## src/hw/rtl/pfar_pkg.sv

```systemverilog
// Shared constants, types and codes for the polyphase arbitrary resampler.
`default_nettype none
package pfar_pkg;
	localparam int ARMS         = 32;
	localparam int TAPS_PER_ARM = 32;
	localparam int TAP_WORDS    = ARMS * TAPS_PER_ARM;
	localparam int ARM_W        = $clog2(ARMS);
	localparam int POS_W        = $clog2(TAPS_PER_ARM);
	localparam int TADDR_W      = $clog2(TAP_WORDS);
	localparam int ACC_W        = 32 + POS_W;
	localparam int IDX_W        = ARM_W + 2;
	localparam int Y_W          = ACC_W + 17;

	typedef enum logic [1:0] {
		KIND_SAMPLE = 2'd0,
		KIND_ARM    = 2'd1,
		KIND_SLOPE  = 2'd2,
		KIND_NONE   = 2'd3
	} kind_t;

	typedef enum logic [1:0] {
		REG_DEC_STEP   = 2'd0,
		REG_FRAC_STEP  = 2'd1,
		REG_START_ARM  = 2'd2,
		REG_START_FRAC = 2'd3
	} reg_idx_t;

	typedef enum logic [2:0] {
		ST_IDLE,
		ST_MAC,
		ST_DRN1,
		ST_DRN2,
		ST_FIN1,
		ST_FIN2
	} state_t;

	typedef struct packed {
		logic vld;
		logic clr;
	} mac_ctl_t;
endpackage
`default_nettype wire

```

## src/hw/rtl/pfar_mac.sv

```systemverilog
// Shared four-lane multiply-accumulate unit for arm and slope dot products.
`default_nettype none
module pfar_mac import pfar_pkg::*; (
	input  wire logic                    clk,
	input  wire logic                    arst_n,
	input  wire mac_ctl_t                ctl,
	input  wire logic signed [15:0]      x_i,
	input  wire logic signed [15:0]      x_q,
	input  wire logic signed [15:0]      ta,
	input  wire logic signed [15:0]      ts,
	output logic signed [ACC_W-1:0]      acc_ai,
	output logic signed [ACC_W-1:0]      acc_aq,
	output logic signed [ACC_W-1:0]      acc_si,
	output logic signed [ACC_W-1:0]      acc_sq,
	output logic                         busy
);
	logic signed [31:0] p_ai_s1, p_aq_s1, p_si_s1, p_sq_s1;
	logic               vld_s1, vld_s2;
	logic signed [ACC_W-1:0] ai_q, aq_q, si_q, sq_q;

	always_ff @(posedge clk or negedge arst_n) begin
		if (!arst_n) begin
			vld_s1 <= 1'b0;
			vld_s2 <= 1'b0;
		end else begin
			vld_s1 <= ctl.vld;
			vld_s2 <= vld_s1;
		end
	end

	always_ff @(posedge clk) begin
		p_ai_s1 <= x_i * ta;
		p_aq_s1 <= x_q * ta;
		p_si_s1 <= x_i * ts;
		p_sq_s1 <= x_q * ts;
		if (ctl.clr) begin
			ai_q <= '0;
			aq_q <= '0;
			si_q <= '0;
			sq_q <= '0;
		end else if (vld_s2) begin
			ai_q <= ai_q + ACC_W'(p_ai_s1);
			aq_q <= aq_q + ACC_W'(p_aq_s1);
			si_q <= si_q + ACC_W'(p_si_s1);
			sq_q <= sq_q + ACC_W'(p_sq_s1);
		end
	end

	assign acc_ai = ai_q;
	assign acc_aq = aq_q;
	assign acc_si = si_q;
	assign acc_sq = sq_q;
	assign busy   = vld_s1 | vld_s2;
endmodule
`default_nettype wire

```

## config.mk

```make
export PLATFORM = sky130hd
export DESIGN_NAME = pfar_mac
export DESIGN_NICKNAME = d
export VERILOG_FILES = /design/src/hw/rtl/pfar_pkg.sv /design/src/hw/rtl/pfar_mac.sv
export SDC_FILE = /design/constraint.sdc
export NUM_CORES = 2
export LEC_CHECK = 0
export BUFFER_PORTS_ARGS = -buffer_cell sky130_fd_sc_hd__buf_2
export CORE_AREA = 2 2 361 434
export DETAILED_ROUTE_END_ITERATION = 8
export DIE_AREA = 0 0 363 436
export PLACE_DENSITY = 0.51
export REMOVE_ABC_BUFFERS = 1
export SLEW_MARGIN = 20
export SYNTH_ARGS = -nofsm -noshare
export SYNTH_HDL_FRONTEND = slang
export SYNTH_SLANG_ARGS = --single-unit
```

## constraint.sdc

```tcl
create_clock -name clk -period 3.8 [get_ports clk]
set_input_delay 0.38 -clock clk [delete_from_list [all_inputs] [get_ports clk]]
set_output_delay 0.38 -clock clk [all_outputs]
set_load 0.01 [all_outputs]
```

==> flow_summary.ini <==
[outcome]
outcome = finished with violations
violations = negative setup slack

[drt]
dr_total_vias = 42298
drtAntennaViolNets = 0
via_per_inst = 4.80
drt_iter0_drc = 1949
drcViolationCount = 0
first_pass_iters = 5
wire_per_inst_um = 17.6
wl_um = 155000

[floorplan]
fp.dieArea_sq_um = 158000
initial_core_util = 0.348
die_h_um = 436
rows = 158
fp.dieW_um = 363
core-area_sq_um = 154000
io_pins = 217

[clocking]
clock_latency_ns = 0.61
clockBufferDepth = 3
clk_pin_slew_ns = 0.06
cts_root_buffer = clkbuf_16
cts_tree = yes
h-tree-depth = 2
cts_inserted_buffers = 40
cts.sinks = 278

[yosys]
synth_top_cell_by_area = fa_1
ys_ff_latch = 278
synth_flop_cell = dfxtp_1
syn_inst = 5948
synth.distinct_cells = 86
synth_area_leaders = fa_1 (39%), ha_1 (11%), dfxtp_1 (10%), inv_1 (8.5%), and2_1 (5.7%)
synth.top_cell.area_share = 0.393
netlist_area_sq_um = 53600
syn_avg_cell_area_sq_um = 9.02
async_reset_ff_frac = 0.00719
yosysWarnings = 0
synth_edf_count = 0
ys_seq_area_frac = 0.104

[critical_path]
regToRegEndpoint = acc_si[30]$_SDFFE_PP0P_
crit_path_frequent_cell = fa_1
cpPeakStageDelay_ns = 0.53
cp_max_fo = 3
worstSetupPathType = in -> reg
end_kind = flip-flop
r2r_slack_ns = 0.33
rr_startpoint = acc_si[0]$_SDFFE_PP0P_
start_kind = input port
slowest_stage = fa_1
rr_worst_depth = 14
cp.required_ns = 4.27
crit_arrival_ns = 5.99

[place]
place_hpwl_um = 129000
placed_cell_area_sq_um = 61700
finalWeightedCongestion = 0.866
placed_cells = 8598
pre_cts_slack_ns = -2.78
port_buffers = 216

[finish]
syn_to_final_growth_pct = 27.0
nets = 8378
fill_cells = 15120
drive_gt1_frac = 0.228
fin_cells = 8819
final_area_sq_um = 68100

[timing]
hold_ws_ns = 0.0793
maxSlewViolCount = 0
tightest_slew_ns = 0.825
fin_skew_ns = 0.0325
period_needed_ns = 5.53
setup_viol = 94
rsz0062_at_grt = true
setup_ws_ns = -1.73
hold_viol_final = 0
finalCritPeriodShare = 1.45
slew_headroom = 0.450
timing.fmax_mhz = 181

[grt]
grt_max_degree = 59
grt_pass1_wl_um = 249000
grt_pass1_vias = 45099
grt_overflow = 0
antenna_found_initial = 3
grt.total_usage = 0.200

[run]
drv_cap = 0

[min_path]
min_path_type = in -> async
-- placed cells by master, fill, tap and decap left out, types with 49 or more instances in the layout --
cell type	count
buf_12	78
inv_1	1154
buf_4	618
and2_1	438
fa_2	50
ha_4	49
a21o_1	124
and2_4	54
dfxtp_1	276
nor2_1	252
o21ai_0	84
xnor2_1	175
buf_6	132
xor2_1	63
nand2_1	600
inv_2	62
ha_1	408
a21oi_1	185
buf_2	155
mux2i_1	64
fa_1	1002
-- repair_timing --
item                                    CTS  global route
pin swaps                               307           236
hold buffers                              2             0
endpoints found under the setup margin  100            96
buffers inserted                         94            68
gates resized for setup                 677           266
cloned                                    7             2
hold endpoints to repair                  3             0
-- registers in the layout (all words and copies together) (netlist names), 32 cells and up --
register	count
acc_sq	37
p_aq_s1	32
p_ai_s1	32
acc_aq	37
p_si_s1	32
p_sq_s1	32
acc_ai	37
acc_si	37
-- worst max-delay path, delay by kind of cell --
family | cells | cell delay (ns)
and+or+nand+nor | 2 | 0.21
buffers and inverters | 7 | 0.51
xor gates and xnor gates | 1 | 0.08
adders and majority gates | 7 | 3.17
AOI/OAI and AO/OA | 8 | 1.64
-- cell families (layout without fill, tap and decap cells) --
family,after synthesis,after routing,share of synthesized area
AND/OR/NAND/NOR,1622,1622,0.147
other,0,3,0
multiplexers,65,65,0.0122
adder cells (fa/ha/maj),1524,1524,0.503
buffers and inverters,1457,2325,0.102
AO/OA/AOI/OAI,742,742,0.0898
XOR/XNOR,260,260,0.0424
flip-flops,278,278,0.104
-- metal layers --
layer  vias up  share of wire  track usage
met4         4          0.024       0.0454
met2       681           0.49        0.343
met3       139          0.037       0.0194
met1     21511           0.45        0.272
met5         -        0.00016            0
li1      19963              -            -
-- cell type report --
| cell class | count | area, sq um | area share |
|---|---|---|---|
| Multi-Input combinational cell | 4213 | 44700 | 0.657 |
| Timing Repair Buffer | 1035 | 9440 | 0.139 |
| Sequential cell | 278 | 5580 | 0.0819 |
| Inverter | 1218 | 4580 | 0.0672 |
| Tap cell | 2000 | 2500 | 0.0367 |
| Clock buffer | 56 | 1110 | 0.0163 |
| Clock inverter | 16 | 174 | 0.00255 |
| Antenna cell | 3 | 7.51 | 0.000110 |
-- synthesized netlist by cell type, types with 7 or more instances --
library cell  instances
a211o_1               7
a211oi_1             31
a21o_1              124
a21oi_1             239
a31oi_1              28
and2_1              491
and3_1               27
buf_1                 9
clkbuf_1            226
dfxtp_1             276
fa_1               1052
ha_1                472
inv_1              1218
mux2i_1              64
nand2_1             618
nand2b_1             52
nand3_1              44
nand4_1              14
nor2_1              270
nor2b_1              23
nor3_1               41
o211ai_1             10
o21a_1               32
o21ai_0             106
o21ai_1              32
o21bai_1             32
o22ai_1               7
o31ai_1              10
or3_1                11
xnor2_1             191
xor2_1               69
-- through the flow --
step	util	TNS [ns]
finish	0.442	-103.81
global route	0.442	-119.31
CTS	0.432	-100.31
detailed placement	0.401	-206.38
global placement	0.401	-202.47
floorplan	-	-190.03
-- worst max-delay path by stage --
stage / end / startpoint / cells past startpoint / slack (ns)
floorplan: p_aq_s1[31]$_DFF_P_ / ta[15] / 21 / -2.06
global placement: p_si_s1[30]$_DFF_P_ / ts[1] / 22 / -2.67
detailed placement: p_si_s1[30]$_DFF_P_ / ts[1] / 22 / -2.78
CTS: p_aq_s1[31]$_DFF_P_ / x_q[5] / 24 / -1.72
global route: p_aq_s1[31]$_DFF_P_ / x_q[5] / 25 / -1.96
finish: p_aq_s1[31]$_DFF_P_ / x_q[5] / 25 / -1.73
Power is not shown: default switching activity piles up to over one toggle a cycle in this logic, so the estimate is an artifact.
